===== config.mk =====
export PLATFORM = sky130hd
export DESIGN_NAME = xor_key_base64_codec
export DESIGN_NICKNAME = d
export VERILOG_FILES = /design/src/hdl/xkb64_pkg.sv /design/src/hdl/xkb64_csr.sv /design/src/hdl/xkb64_front.sv /design/src/hdl/xkb64_queue.sv /design/src/hdl/xkb64_back.sv /design/src/hdl/xor_key_base64_codec.sv
export SDC_FILE = /design/constraint.sdc
export NUM_CORES = 1
export LEC_CHECK = 0
export BUFFER_PORTS_ARGS = -buffer_cell sky130_fd_sc_hd__buf_2
export CAP_MARGIN = 15
export CORE_MARGIN = 2
export CORE_UTILIZATION = 50
export CTS_CLUSTER_SIZE = 40
export DETAILED_ROUTE_END_ITERATION = 10
export PLACE_DENSITY = 0.69
export SETUP_SLACK_MARGIN = 0.4
export SLEW_MARGIN = 15
export SYNTH_ARGS = -nofsm -noshare
export SYNTH_HDL_FRONTEND = slang
export SYNTH_SLANG_ARGS = --single-unit

===== constraint.sdc =====
create_clock -name clock -period 12.02 [get_ports clock]
set_input_delay 1.803 -clock clock [delete_from_list [all_inputs] [get_ports clock]]
set_output_delay 1.803 -clock clock [all_outputs]
set_load 0.01 [all_outputs]

===== src/hdl/xkb64_pkg.sv =====
`default_nettype none

package xkb64_pkg;

   // largest usable key
   localparam int unsigned MAX_KEY_BYTES = 16;

   // configuration port geometry
   localparam int unsigned CSR_ADDR_WIDTH = 5;
   localparam int unsigned CSR_DATA_WIDTH = 64;

   // register indexes
   localparam logic [1:0] REG_ENABLE     = 2'd0;
   localparam logic [1:0] REG_KEY_LENGTH = 2'd1;
   localparam logic [1:0] REG_KEY_LOW    = 2'd2;
   localparam logic [1:0] REG_KEY_HIGH   = 2'd3;

   // item modes
   localparam logic MODE_ENCRYPT = 1'b0;
   localparam logic MODE_DECRYPT = 1'b1;

   // character codes
   localparam logic [7:0] CHAR_UPPER_A = 8'h41;
   localparam logic [7:0] CHAR_UPPER_Z = 8'h5A;
   localparam logic [7:0] CHAR_LOWER_A = 8'h61;
   localparam logic [7:0] CHAR_LOWER_Z = 8'h7A;
   localparam logic [7:0] CHAR_DIGIT_0 = 8'h30;
   localparam logic [7:0] CHAR_DIGIT_9 = 8'h39;
   localparam logic [7:0] CHAR_PLUS    = 8'h2B;
   localparam logic [7:0] CHAR_SLASH   = 8'h2F;
   localparam logic [7:0] CHAR_PAD     = 8'h3D;

   typedef struct packed {
      logic [7:0] in_byte;
      logic       mode;
      logic       in_last;
   } req_item_type;

   typedef struct packed {
      logic [7:0] out_byte;
      logic       carries_byte;
      logic       out_last;
   } rsp_item_type;

   typedef struct packed {
      logic        enable;
      logic [4:0]  key_length;
      logic [63:0] key_bytes_low;
      logic [63:0] key_bytes_high;
   } cfg_type;

   // all results caused by one input transaction
   typedef struct packed {
      logic [3:0][7:0] bytes;
      logic [1:0]      last_slot;
      logic            carries_byte;
      logic            out_last;
   } bundle_type;

   typedef struct packed {
      logic       valid;
      logic [5:0] value;
   } sextet_type;

   // 6-bit value to alphabet character
   function automatic logic [7:0] encode_char(input logic [5:0] v);
      logic [7:0] r;
      case (v) inside
         [6'd0:6'd25]:  r = CHAR_UPPER_A + {2'b00, v};
         [6'd26:6'd51]: r = CHAR_LOWER_A + {2'b00, v} - 8'd26;
         [6'd52:6'd61]: r = CHAR_DIGIT_0 + {2'b00, v} - 8'd52;
         6'd62:         r = CHAR_PLUS;
         default:       r = CHAR_SLASH;
      endcase
      return r;
   endfunction

   // alphabet character to 6-bit value, invalid characters flagged
   function automatic sextet_type decode_char(input logic [7:0] c);
      sextet_type r;
      r.valid = 1'b1;
      case (c) inside
         [CHAR_UPPER_A:CHAR_UPPER_Z]: r.value = 6'(c - CHAR_UPPER_A);
         [CHAR_LOWER_A:CHAR_LOWER_Z]: r.value = 6'(c - CHAR_LOWER_A + 8'd26);
         [CHAR_DIGIT_0:CHAR_DIGIT_9]: r.value = 6'(c - CHAR_DIGIT_0 + 8'd52);
         CHAR_PLUS:                   r.value = 6'd62;
         CHAR_SLASH:                  r.value = 6'd63;
         default: begin
            r.valid = 1'b0;
            r.value = 6'd0;
         end
      endcase
      return r;
   endfunction

endpackage

`default_nettype wire


===== src/hdl/xkb64_csr.sv =====
`default_nettype none

module xkb64_csr (
   input  wire logic                                  clock,
   input  wire logic                                  reset,
   input  wire logic                                  csr_psel,
   input  wire logic                                  csr_penable,
   input  wire logic                                  csr_pwrite,
   input  wire logic [xkb64_pkg::CSR_ADDR_WIDTH-1:0]  csr_paddr,
   input  wire logic [xkb64_pkg::CSR_DATA_WIDTH-1:0]  csr_pwdata,
   output logic      [xkb64_pkg::CSR_DATA_WIDTH-1:0]  csr_prdata,
   output logic                                       csr_pready,
   output xkb64_pkg::cfg_type                         cfg
);
   import xkb64_pkg::*;

   cfg_type    cfg_ff;
   cfg_type    cfg_in;
   logic [1:0] reg_index;
   logic       wr_en;

   assign reg_index  = csr_paddr[4:3];
   assign wr_en      = csr_psel & csr_penable & csr_pwrite;
   assign csr_pready = 1'b1;
   assign cfg        = cfg_ff;

   // register write decode
   always_comb begin
      cfg_in = cfg_ff;
      if (wr_en) begin
         case (reg_index)
            REG_ENABLE:     cfg_in.enable         = csr_pwdata[0];
            REG_KEY_LENGTH: cfg_in.key_length     = csr_pwdata[4:0];
            REG_KEY_LOW:    cfg_in.key_bytes_low  = csr_pwdata;
            REG_KEY_HIGH:   cfg_in.key_bytes_high = csr_pwdata;
            default:        cfg_in = cfg_ff;
         endcase
      end
   end

   always_ff @(posedge clock) begin
      if (reset) begin
         cfg_ff <= '0;
      end else begin
         cfg_ff <= cfg_in;
      end
   end

   // register read mux
   always_comb begin
      case (reg_index)
         REG_ENABLE:     csr_prdata = {63'd0, cfg_ff.enable};
         REG_KEY_LENGTH: csr_prdata = {59'd0, cfg_ff.key_length};
         REG_KEY_LOW:    csr_prdata = cfg_ff.key_bytes_low;
         REG_KEY_HIGH:   csr_prdata = cfg_ff.key_bytes_high;
         default:        csr_prdata = '0;
      endcase
   end

endmodule

`default_nettype wire


===== src/hdl/xkb64_front.sv =====
`default_nettype none

module xkb64_front (
   input  wire logic                      clock,
   input  wire logic                      reset,
   input  wire xkb64_pkg::cfg_type        cfg,
   input  wire logic                      req_valid,
   output logic                           req_ready,
   input  wire xkb64_pkg::req_item_type   req_data,
   input  wire logic                      queue_full,
   output logic                           push,
   output xkb64_pkg::bundle_type          push_data
);
   import xkb64_pkg::*;

   logic [11:0] acc_ff, acc_in;
   logic [3:0]  pend_ff, pend_in;
   logic [3:0]  kpos_ff, kpos_in;
   logic [1:0]  cmf_ff, cmf_in;
   logic        pad_ff, pad_in;

   logic        req_fire;
   logic [4:0]  key_len;
   logic [3:0]  kp0;
   logic [4:0]  kp_inc;
   logic [3:0]  kpos_after;
   logic [127:0] key_all;
   logic [7:0]  key_byte;
   logic [7:0]  key_src;
   logic [7:0]  keyed;

   // encrypt path
   logic [11:0] e_acc;
   logic [3:0]  e_p;
   logic [11:0] e_acc_new;
   logic [3:0]  e_sh0;
   logic [11:0] e_shr;
   logic        e_two;
   logic [3:0]  e_p3;
   logic [11:0] e_shl;
   logic [5:0]  e_c0, e_c1, e_tail;
   logic        e_nt;
   logic [1:0]  e_nm;
   logic [1:0]  e_cmf1;
   logic [1:0]  e_pads;
   logic [2:0]  e_total;

   // decrypt path
   logic [11:0] d_acc;
   logic [3:0]  d_p;
   sextet_type  d_dec;
   logic        d_is_pad;
   logic        d_take;
   logic [11:0] d_acc_new;
   logic [3:0]  d_p1;
   logic [3:0]  d_sh;
   logic [11:0] d_shr;
   logic [7:0]  d_byte;
   logic        d_produced;

   assign req_ready = ~queue_full;
   assign req_fire  = req_valid & req_ready;

   // key byte selection and position advance
   always_comb begin
      key_len    = (cfg.key_length > 5'(MAX_KEY_BYTES)) ? 5'(MAX_KEY_BYTES) : cfg.key_length;
      kp0        = ({1'b0, kpos_ff} >= key_len) ? 4'd0 : kpos_ff;
      kp_inc     = {1'b0, kp0} + 5'd1;
      kpos_after = (key_len == 5'd0) ? kpos_ff
                 : (kp_inc >= key_len) ? 4'd0 : kp_inc[3:0];
      key_all    = {cfg.key_bytes_high, cfg.key_bytes_low};
      key_byte   = key_all[{kp0, 3'b000} +: 8];
      key_src    = (req_data.mode == MODE_DECRYPT) ? d_byte : req_data.in_byte;
      keyed      = (key_len == 5'd0) ? key_src : (key_src ^ key_byte);
   end

   // encrypt: append a byte, emit one or two characters, pad at message end
   always_comb begin
      e_acc     = (pend_ff > 4'd4) ? 12'd0 : acc_ff;
      e_p       = (pend_ff > 4'd4) ? 4'd0 : pend_ff;
      e_acc_new = {e_acc[3:0], keyed};
      e_sh0     = e_p + 4'd2;
      e_shr     = e_acc_new >> e_sh0;
      e_c0      = e_shr[5:0];
      e_c1      = e_acc_new[5:0];
      e_two     = (e_sh0 >= 4'd6);
      e_p3      = e_two ? 4'd0 : e_sh0;
      e_shl     = e_acc_new << (4'd6 - e_p3);
      e_tail    = e_shl[5:0];
      e_nm      = e_two ? 2'd2 : 2'd1;
      e_nt      = req_data.in_last & (e_p3 != 4'd0);
      e_cmf1    = cmf_ff + e_nm + {1'b0, e_nt};
      e_pads    = req_data.in_last ? 2'(2'd0 - e_cmf1) : 2'd0;
      e_total   = {1'b0, e_nm} + {2'b00, e_nt} + {1'b0, e_pads};
   end

   // decrypt: skip invalid characters, stop at pad, emit a byte per eight bits
   always_comb begin
      d_acc      = (pend_ff > 4'd6) ? 12'd0 : acc_ff;
      d_p        = (pend_ff > 4'd6) ? 4'd0 : pend_ff;
      d_dec      = decode_char(req_data.in_byte);
      d_is_pad   = (req_data.in_byte == CHAR_PAD);
      d_take     = ~pad_ff & ~d_is_pad & d_dec.valid;
      d_acc_new  = {d_acc[5:0], d_dec.value};
      d_p1       = d_p + 4'd6;
      d_sh       = d_p1 - 4'd8;
      d_shr      = d_acc_new >> d_sh;
      d_byte     = d_shr[7:0];
      d_produced = d_take & (d_p1 >= 4'd8);
   end

   // result bundle and next state
   always_comb begin
      acc_in  = acc_ff;
      pend_in = pend_ff;
      kpos_in = kpos_ff;
      cmf_in  = cmf_ff;
      pad_in  = pad_ff;

      push_data              = '0;
      push_data.carries_byte = 1'b1;
      push_data.out_last     = req_data.in_last;
      push                   = 1'b0;

      if (!cfg.enable) begin
         push_data.bytes[0] = req_data.in_byte;
         push               = req_fire;
      end else if (req_data.mode == MODE_ENCRYPT) begin
         push_data.bytes[0]  = encode_char(e_c0);
         push_data.bytes[1]  = e_two ? encode_char(e_c1)
                             : e_nt ? encode_char(e_tail) : CHAR_PAD;
         push_data.bytes[2]  = (e_two & e_nt) ? encode_char(e_tail) : CHAR_PAD;
         push_data.bytes[3]  = CHAR_PAD;
         push_data.last_slot = (e_total > 3'd4) ? 2'd3 : 2'(e_total - 3'd1);
         push                = req_fire;
         acc_in  = e_acc_new;
         pend_in = e_p3;
         kpos_in = kpos_after;
         cmf_in  = cmf_ff + e_nm;
      end else begin
         push_data.bytes[0]     = d_produced ? keyed : 8'd0;
         push_data.carries_byte = d_produced;
         push                   = req_fire & (d_produced | req_data.in_last);
         acc_in  = d_take ? d_acc_new : d_acc;
         pend_in = d_take ? (d_produced ? d_sh : d_p1) : d_p;
         kpos_in = d_produced ? kpos_after : kpos_ff;
         pad_in  = pad_ff | d_is_pad;
      end

      // message end clears everything
      if (req_data.in_last) begin
         acc_in  = '0;
         pend_in = '0;
         kpos_in = '0;
         cmf_in  = '0;
         pad_in  = 1'b0;
      end
   end

   always_ff @(posedge clock) begin
      if (reset) begin
         acc_ff  <= '0;
         pend_ff <= '0;
         kpos_ff <= '0;
         cmf_ff  <= '0;
         pad_ff  <= 1'b0;
      end else if (req_fire) begin
         acc_ff  <= acc_in;
         pend_ff <= pend_in;
         kpos_ff <= kpos_in;
         cmf_ff  <= cmf_in;
         pad_ff  <= pad_in;
      end
   end

   // bit count stays even and within one sextet plus spare
   assert property (@(posedge clock) disable iff (reset)
      (pend_ff <= 4'd6) && !pend_ff[0])
      else $error("pending bit count out of range");

   // a message end leaves clean state behind
   assert property (@(posedge clock) disable iff (reset)
      req_fire && req_data.in_last |=>
         (pend_ff == 4'd0) && (kpos_ff == 4'd0) && (cmf_ff == 2'd0) && !pad_ff)
      else $error("state not cleared after message end");

endmodule

`default_nettype wire


===== src/hdl/xkb64_queue.sv =====
`default_nettype none

module xkb64_queue #(
   parameter int unsigned DEPTH = 4
) (
   input  wire logic                  clock,
   input  wire logic                  reset,
   input  wire logic                  push,
   input  wire xkb64_pkg::bundle_type push_data,
   output logic                       full,
   input  wire logic                  pop,
   output xkb64_pkg::bundle_type      head_data,
   output logic                       empty
);
   import xkb64_pkg::*;

   localparam int unsigned PTR_WIDTH = (DEPTH > 1) ? $clog2(DEPTH) : 1;
   localparam int unsigned CNT_WIDTH = $clog2(DEPTH + 1);
   localparam logic [PTR_WIDTH-1:0] PTR_LAST = PTR_WIDTH'(DEPTH - 1);
   localparam logic [CNT_WIDTH-1:0] CNT_FULL = CNT_WIDTH'(DEPTH);

   bundle_type            entries_ff [DEPTH];
   logic [PTR_WIDTH-1:0]  wr_ptr_ff, wr_ptr_in;
   logic [PTR_WIDTH-1:0]  rd_ptr_ff, rd_ptr_in;
   logic [CNT_WIDTH-1:0]  count_ff, count_in;

   assign full      = (count_ff == CNT_FULL);
   assign empty     = (count_ff == '0);
   assign head_data = entries_ff[rd_ptr_ff];

   // pointer and fill count update
   always_comb begin
      wr_ptr_in = wr_ptr_ff;
      rd_ptr_in = rd_ptr_ff;
      count_in  = count_ff;
      if (push) begin
         wr_ptr_in = (wr_ptr_ff == PTR_LAST) ? '0 : wr_ptr_ff + 1'b1;
      end
      if (pop) begin
         rd_ptr_in = (rd_ptr_ff == PTR_LAST) ? '0 : rd_ptr_ff + 1'b1;
      end
      case ({push, pop})
         2'b10:   count_in = count_ff + 1'b1;
         2'b01:   count_in = count_ff - 1'b1;
         default: count_in = count_ff;
      endcase
   end

   always_ff @(posedge clock) begin
      if (reset) begin
         wr_ptr_ff <= '0;
         rd_ptr_ff <= '0;
         count_ff  <= '0;
      end else begin
         wr_ptr_ff <= wr_ptr_in;
         rd_ptr_ff <= rd_ptr_in;
         count_ff  <= count_in;
      end
   end

   // entry storage
   always_ff @(posedge clock) begin
      if (push) begin
         entries_ff[wr_ptr_ff] <= push_data;
      end
   end

   assert property (@(posedge clock) disable iff (reset)
      count_ff <= CNT_FULL)
      else $error("queue fill count above depth");

   assert property (@(posedge clock) disable iff (reset)
      !(push && full))
      else $error("push into full queue");

endmodule

`default_nettype wire


===== src/hdl/xkb64_back.sv =====
`default_nettype none

module xkb64_back (
   input  wire logic                  clock,
   input  wire logic                  reset,
   input  wire xkb64_pkg::bundle_type head_data,
   input  wire logic                  empty,
   output logic                       pop,
   output logic                       rsp_valid,
   input  wire logic                  rsp_ready,
   output xkb64_pkg::rsp_item_type    rsp_data
);
   import xkb64_pkg::*;

   logic [1:0]   slot_ff, slot_in;
   logic         rsp_valid_ff, rsp_valid_in;
   rsp_item_type rsp_data_ff, rsp_data_in;
   logic         load;
   logic         at_end;

   assign rsp_valid = rsp_valid_ff;
   assign rsp_data  = rsp_data_ff;

   // one result per cycle out of the head bundle while the output register is free or rsp_ready is high
   always_comb begin
      load   = ~empty & (~rsp_valid_ff | rsp_ready);
      at_end = (slot_ff == head_data.last_slot);
      pop    = load & at_end;

      slot_in = slot_ff;
      if (load) begin
         slot_in = at_end ? 2'd0 : slot_ff + 2'd1;
      end

      rsp_data_in              = rsp_data_ff;
      rsp_data_in.out_byte     = head_data.bytes[slot_ff];
      rsp_data_in.carries_byte = head_data.carries_byte;
      rsp_data_in.out_last     = head_data.out_last & at_end;

      if (load) begin
         rsp_valid_in = 1'b1;
      end else if (rsp_ready) begin
         rsp_valid_in = 1'b0;
      end else begin
         rsp_valid_in = rsp_valid_ff;
      end
   end

   always_ff @(posedge clock) begin
      if (reset) begin
         slot_ff      <= '0;
         rsp_valid_ff <= 1'b0;
      end else begin
         slot_ff      <= slot_in;
         rsp_valid_ff <= rsp_valid_in;
      end
   end

   // output payload register
   always_ff @(posedge clock) begin
      if (load) begin
         rsp_data_ff <= rsp_data_in;
      end
   end

   // an end-only marker always closes a message
   assert property (@(posedge clock) disable iff (reset)
      rsp_valid_ff && !rsp_data_ff.carries_byte |-> rsp_data_ff.out_last)
      else $error("marker transaction without end flag");

endmodule

`default_nettype wire


===== src/hdl/xor_key_base64_codec.sv =====
// repeating-key xor with base64, streaming codec
//
// req channel (valid/ready): one transaction per message byte (encrypt) or
// base64 character (decrypt), with mode and in_last. rsp channel (valid/ready):
// result bytes, carries_byte low only on an end-only marker, out_last on the
// final result of a message. csr port: APB-style, 64-bit data, registers at
// 0x00 enable, 0x08 key_length, 0x10 key bytes 0-7, 0x18 key bytes 8-15;
// write only while no transaction is in flight.
//
// a request's result bundle is pushed into the result queue as the request is
// accepted; the back then loads it into the output register behind rsp_valid.
// the front takes one request per cycle while req_ready is high; the back delivers
// one result per cycle while rsp_ready allows, so encrypt yields 4 characters
// per 3 bytes, plus padding at message end, and decrypt at most one byte per
// character. the result queue (QUEUE_DEPTH bundles) lets the front keep
// accepting while the output register waits on rsp_ready; when it fills,
// req_ready drops. reset clears configuration, codec state and the queue.
`default_nettype none

module xor_key_base64_codec #(
   parameter int unsigned QUEUE_DEPTH = 4
) (
   input  wire logic                                  clock,
   input  wire logic                                  reset,
   input  wire logic                                  req_valid,
   output logic                                       req_ready,
   input  wire xkb64_pkg::req_item_type               req_data,
   output logic                                       rsp_valid,
   input  wire logic                                  rsp_ready,
   output xkb64_pkg::rsp_item_type                    rsp_data,
   input  wire logic                                  csr_psel,
   input  wire logic                                  csr_penable,
   input  wire logic                                  csr_pwrite,
   input  wire logic [xkb64_pkg::CSR_ADDR_WIDTH-1:0]  csr_paddr,
   input  wire logic [xkb64_pkg::CSR_DATA_WIDTH-1:0]  csr_pwdata,
   output logic      [xkb64_pkg::CSR_DATA_WIDTH-1:0]  csr_prdata,
   output logic                                       csr_pready
);
   import xkb64_pkg::*;

   cfg_type    cfg;
   logic       queue_full;
   logic       queue_empty;
   logic       push;
   logic       pop;
   bundle_type push_data;
   bundle_type head_data;

   // configuration registers
   xkb64_csr u_csr (
      .clock       (clock),
      .reset       (reset),
      .csr_psel    (csr_psel),
      .csr_penable (csr_penable),
      .csr_pwrite  (csr_pwrite),
      .csr_paddr   (csr_paddr),
      .csr_pwdata  (csr_pwdata),
      .csr_prdata  (csr_prdata),
      .csr_pready  (csr_pready),
      .cfg         (cfg)
   );

   // accept and compute result bundles
   xkb64_front u_front (
      .clock      (clock),
      .reset      (reset),
      .cfg        (cfg),
      .req_valid  (req_valid),
      .req_ready  (req_ready),
      .req_data   (req_data),
      .queue_full (queue_full),
      .push       (push),
      .push_data  (push_data)
   );

   // bundle queue between front and back
   xkb64_queue #(
      .DEPTH (QUEUE_DEPTH)
   ) u_queue (
      .clock     (clock),
      .reset     (reset),
      .push      (push),
      .push_data (push_data),
      .full      (queue_full),
      .pop       (pop),
      .head_data (head_data),
      .empty     (queue_empty)
   );

   // serialize bundles onto the result channel
   xkb64_back u_back (
      .clock     (clock),
      .reset     (reset),
      .head_data (head_data),
      .empty     (queue_empty),
      .pop       (pop),
      .rsp_valid (rsp_valid),
      .rsp_ready (rsp_ready),
      .rsp_data  (rsp_data)
   );

endmodule

`default_nettype wire


Word-level counts from Yosys, hierarchy flattened
Memories as Yosys holds them, arrays and structs flattened. A register that Yosys moved wholly into a read port is not among the register bits. Index checks and enable logic that the tools add are counted.

Register bits after elaboration: 171. RAM bits: 136. Input port bits: 86. Memories: 1.

Memory list: u_queue.entries_ff (depth 4, width 34, rd ports 1, clocked after Yosys merged registers in 1, write ports 1, line xkb64_queue.sv:22) `bundle_type entries_ff [DEPTH];`.

Add/sub/neg operators: 36. $lt $le $gt $ge: 33. Eq/ne operators: 17. Shift operators: 4. Multiplexer cells: 81. Bitwise gates (word level): 21. Reductions and logical operators: 28.

Operator list (number): 64-bit one-hot mux with 4 select lines (1); 8-bit two-way mux (18); 128-bit by 8-bit indexed part select with 8-bit output (1); 4-bit two-way mux (16); 12-bit two-way mux (5); 7-bit by 6-bit adder with 8-bit output, first input constant (6); 22-bit two-way mux (2); 6-bit <= comparator, second input constant (6); 6-bit two-way mux (5); 8-bit by 6-bit equality test with 1-bit output, second input constant (3); 2-bit two-way mux (12); 8-bit by 5-bit subtractor with 8-bit output, second input constant (3); 8-bit by 6-bit subtractor with 8-bit output, second input constant (3); 6-bit by 6-bit adder with 7-bit output, first input constant (3); 6-bit equality test, second input constant (3); 6-bit by 1-bit >= comparator with 1-bit output, second input constant (3); 6-bit by 5-bit >= comparator with 1-bit output, second input constant (3); 6-bit >= comparator, second input constant (3); 6-bit by 5-bit <= comparator with 1-bit output, second input constant (3); 8-bit binary-select mux with 2-bit select (1); 8-bit by 7-bit >= comparator with 1-bit output, second input constant (2); 8-bit by 7-bit <= comparator with 1-bit output, second input constant (2); 1-bit two-way mux (15); 1-bit AND (12); 51 further kinds (89).

Depth between registers and ports, before layout
Word-level depth: 20. Gate-level depth with buffers: 31. Depth with buffers taken out: 28.

Cells and area by module
A second synthesis with hierarchy kept.

Cell total of the unflattened synthesis: 1924. Area, all modules: 20015.4 um2.

Modules (own cells, without submodules): xkb64_front (times used 1, cells each 988, area an instance 6984.2 um2, sequential area each 340.3 um2); xkb64_csr (times used 1, cells each 658, area an instance 6653.9 um2, sequential area each 2682.6 um2); xkb64_queue (times used 1, cells each 236, area an instance 5696.7 um2, sequential area each 4504.3 um2); xkb64_back (times used 1, cells each 42, area an instance 680.7 um2, sequential area each 360.3 um2).

Worst setup path after synthesis
Ideal clock, no wire load.

Path kind: in2reg. From: in req_data[5] (netlist name). To: mem u_queue.entries_ff[0][16] (netlist name) (data pin). Library setup time: 0.217 ns. Data arrival time: 6.667 ns. Required time: 11.803 ns. Slack: 5.136 ns. Stages: 24. Path buffers: 2. Cells stage by stage: buf_2 > inv_1 > ha_1 > nand3b_1 > a41oi_2 > nor3_4 > mux2i_1 > nor2_1 > a2111o_1 > o21ai_4 > xor2_2 > buf_2 > a21oi_1 > a211o_1 > inv_1 > ha_1 > nor2_1 > o311ai_0 > o221ai_1 > or2_1 > a2111o_1 > nand2_1 > a31oi_1 > a211oi_1.

RTL lines: from (decl) (line xor_key_base64_codec.sv:27) `input wire xkb64_pkg::req_item_type req_data,`; to (decl) (line xkb64_queue.sv:22).

==> results.yml <==
outcome:
  outcome: "completed"
sta:
  period_minus_slack_ns: 8.42
  rsz0062_at_grt: "no"
  skew_ns: 0.0219
  slew-limit-headroom_pct: 29.2
  clock.fmax_ghz: 0.119
  fin_crit_sh_pct: 70.0
  worstMarginPinSlew_ns: 1.06
  tns_ns: 0
  hold_viol: 0
  slew_violations: 0
  setup_viol: 0
power:
  irDropWorstVdd_v: 0.000108
  powerDensity_mw_per_mm2: 140
  p_leak_uw: 0.00720
global_routing:
  grt-ovfl-total: 0
  grt_usage_pct: 28.2
  grt_pass1_vias: 15000
  grt_pass1_wl_um: 86000
  grt_start_max_net_pins: 91
  antenna_found_initial: 1
finish:
  drive_gt1_share_pct: 15.6
  area_growth_pct: 11.1
  final_common_cell: "nand2_1"
  final_cell_mix: "nand2_1 (387), a21oi_1 (220), dfxtp_1 (160)"
  final_util_pct: 56.5
  layout.nets: 2263
setup_path:
  rrSetupSlack_ns: 3.60
  worst_path_largest_cell_delay_ns: 0.68
  crit_path_end: "u_queue.entries_ff[0][14]"
  r2r_cells: 22
  cp_max_fo: 22
  critPathLaunchType: "flip-flop"
  critPathTopFamily: "simple AND/OR/NAND/NOR gates"
  cp-end-kind: "flip-flop"
  slowest_stage: "dfxtp_1"
  worst_ep_required_time_ns: 12.29
  startpoint: "u_front.pend_ff[3]"
  crit_chain: "nor2b_1, nand2b_1, inv_1, ha_1, nand2_1, nand2_1, clkinv_1, nand2_1, inv_1, ha_1, xnor2_1, nand2_1, o21bai_1, ha_1, nor2b_1, nor2_1, a21oi_1, a21o_1, nand3b_1, o211ai_1, a22oi_1, a221oi_1"
  critPathKind: "reg -> reg"
  arrival_ns: 8.69
  cp.depth: 22
  r2r-start: "u_front.pend_ff[3]"
  worstReg2RegEnd: "u_queue.entries_ff[0][14]"
  critPathMostFrequentCell: "nand2_1"
  path_buf_inv: 3
die:
  dieArea_mm2: 0.0378
  die_w_um: 195
  fp.dieH_um: 195
  start_util_pct: 50.9
  row_count: 69
  core-area_mm2: 0.0357
  num_io_pins: 163
clock_tree:
  clockBufferDepth: 3
  clock_latency_ns: 0.56
  clk_pin_slew_ns: 0.06
  post-cts-setup-buffer-count: 0
  cts-buffers-inserted: 30
  ctsHoldBuffers: 0
  cts_resized: 0
  cts_sinks: 289
  htree_levels: 1
  cts_tree: "done"
  root_buffer: "clkbuf_16"
yosys:
  synth_flop_cell: "dfxtp_1"
  syn_inst: 2035
  synth_fp_nets: 2190
  synth_edf_count: 126
  syn-cell-area_mm2: 0.0181
  synth_area_per_cell_um2: 8.92
  seq_area_frac_synth_pct: 38.8
  synth.distinct_cells: 107
  ys_async_sr_fraction_pct: 0
  synth_warnings: 0
  ys_seq_elements: 289
detailed_routing:
  avgViaCountPerCell: 6.22
  drt_first_pass_iters: 6
  drc: 0
  postRouteAntennaNets: 0
  drt_iter0_drc: 1581
  wirelength_um: 55000
  route.detailed.wl_per_inst_um: 21.2
  via_count: 16100
placed_design:
  dp_hpwl_um: 38600
  place_congestion: 0.997
  io_buffers: 158
flow_run:
  maxCapViolCount: 0
min_path:
  hp-class: "reg -> reg"
==> cell type report <==
type	count	area, um^2
flip-flops and latches	289	7050
well taps	461	577
inverters	62	238
multi-input cells	1547	10300
diodes	1	2.50
clock inverters	13	131
repair buffers	178	946
clock buffers	43	880
fillers	3204	15500
==> sequential cells by signal, summed over array words and instances (netlist names), named ones only <==
register            cells
u_front.cmf_ff          2
u_csr.cfg             134
u_back.slot_ff          2
u_queue.rd_ptr_ff       2
u_queue.count_ff        3
u_back.rsp_data        10
u_front.pend_ff         4
u_front.acc_ff          6
u_front.pad_ff          1
u_front.kpos_ff         4
u_queue.wr_ptr_ff       2
u_queue.entries_ff    116
u_back.rsp_valid        1
==> metal layers <==
layer | global-route usage (%) | vias up | share of wire [%]
met1 | 40.6 | 7790 | 44
met4 | 8.92 | 0 | 3.3
met2 | 44.5 | 717 | 46
li1 | - | 7538 | -
met5 | 0 | - | 0
met3 | 3.28 | 96 | 7.3
==> power breakdown <==
part | total (uW) | switching, uW | internal, uW
Combinational | 727 | 439 | 288
Sequential | 1160 | 49.4 | 1110
Clock | 940 | 388 | 552
==> tightest hold or removal path, stage by stage (launching register included) <==
cell	delay (ns)
dfxtp_1	0.32
nand2_1	0.05
a21oi_1	0.05
==> worst min-delay path by stage <==
stage	slack, ns	startpoint	endpoint	cells after the start
6_report	0.47	u_csr.cfg[61]	u_csr.cfg[61]	2
5_1_grt	0.49	u_csr.cfg[109]	u_csr.cfg[109]	2
4_1_cts	0.47	u_csr.cfg[109]	u_csr.cfg[109]	2
3_5_place_dp	0.46	u_csr.cfg[109]	u_csr.cfg[109]	2
3_3_place_gp	0.45	u_csr.cfg[109]	u_csr.cfg[109]	2
2_1_floorplan	0.44	u_csr.cfg[74]	u_csr.cfg[74]	2
==> Yosys cell counts, types with 10 or more instances <==
cell	count	area [um^2]
a221oi_1	13	114
a21oi_1	220	1100
inv_1	50	188
ha_1	67	838
nor4_1	12	75.1
clkbuf_1	106	398
a22oi_1	10	75.1
dfxtp_1	163	3260
and3_1	14	87.6
and2_1	21	131
nor2b_1	78	488
mux2_2	10	113
a211oi_1	28	210
or3_1	16	100
nand2_1	388	1460
buf_2	19	95.1
a31oi_1	17	106
mux2i_1	111	1110
nand3_1	35	175
mux4_2	37	833
o211ai_1	24	180
edfxtp_1	126	3780
o21ai_0	53	265
nor3_1	31	155
a22o_1	11	96.3
nand2b_1	17	106
xnor2_1	23	201
nor2_1	100	375
o221ai_1	11	96.3
==> per-stage QoR <==
stage	instances	hold WS [ns]	instance area [um^2]	power (uW)	setup WS, ns
3_3_place_gp	2537	0.451	19100	1890	3.54
5_1_grt	2594	0.487	20200	2950	2.90
3_5_place_dp	2537	0.460	19100	1900	3.45
4_1_cts	2593	0.468	20200	2830	3.75
6_report	2594	0.468	20200	2830	3.60
2_1_floorplan	2035	0.443	18100	1700	5.14
==> cell families (layout without fill, tap and decap cells) <==
family	after synthesis	after routing	synth area share (%)
multiplexers	158	158	11.3
XOR/XNOR	31	31	1.68
buffers and inverters	199	296	4.34
AND/OR/NAND/NOR	763	763	19.7
AO/OA/AOI/OAI	525	525	19.3
other	1	2	0.0207
flip-flops	289	289	38.8
adder cells (fa/ha/maj)	69	69	4.84
Note: power is estimated with default switching activity, not from simulation.
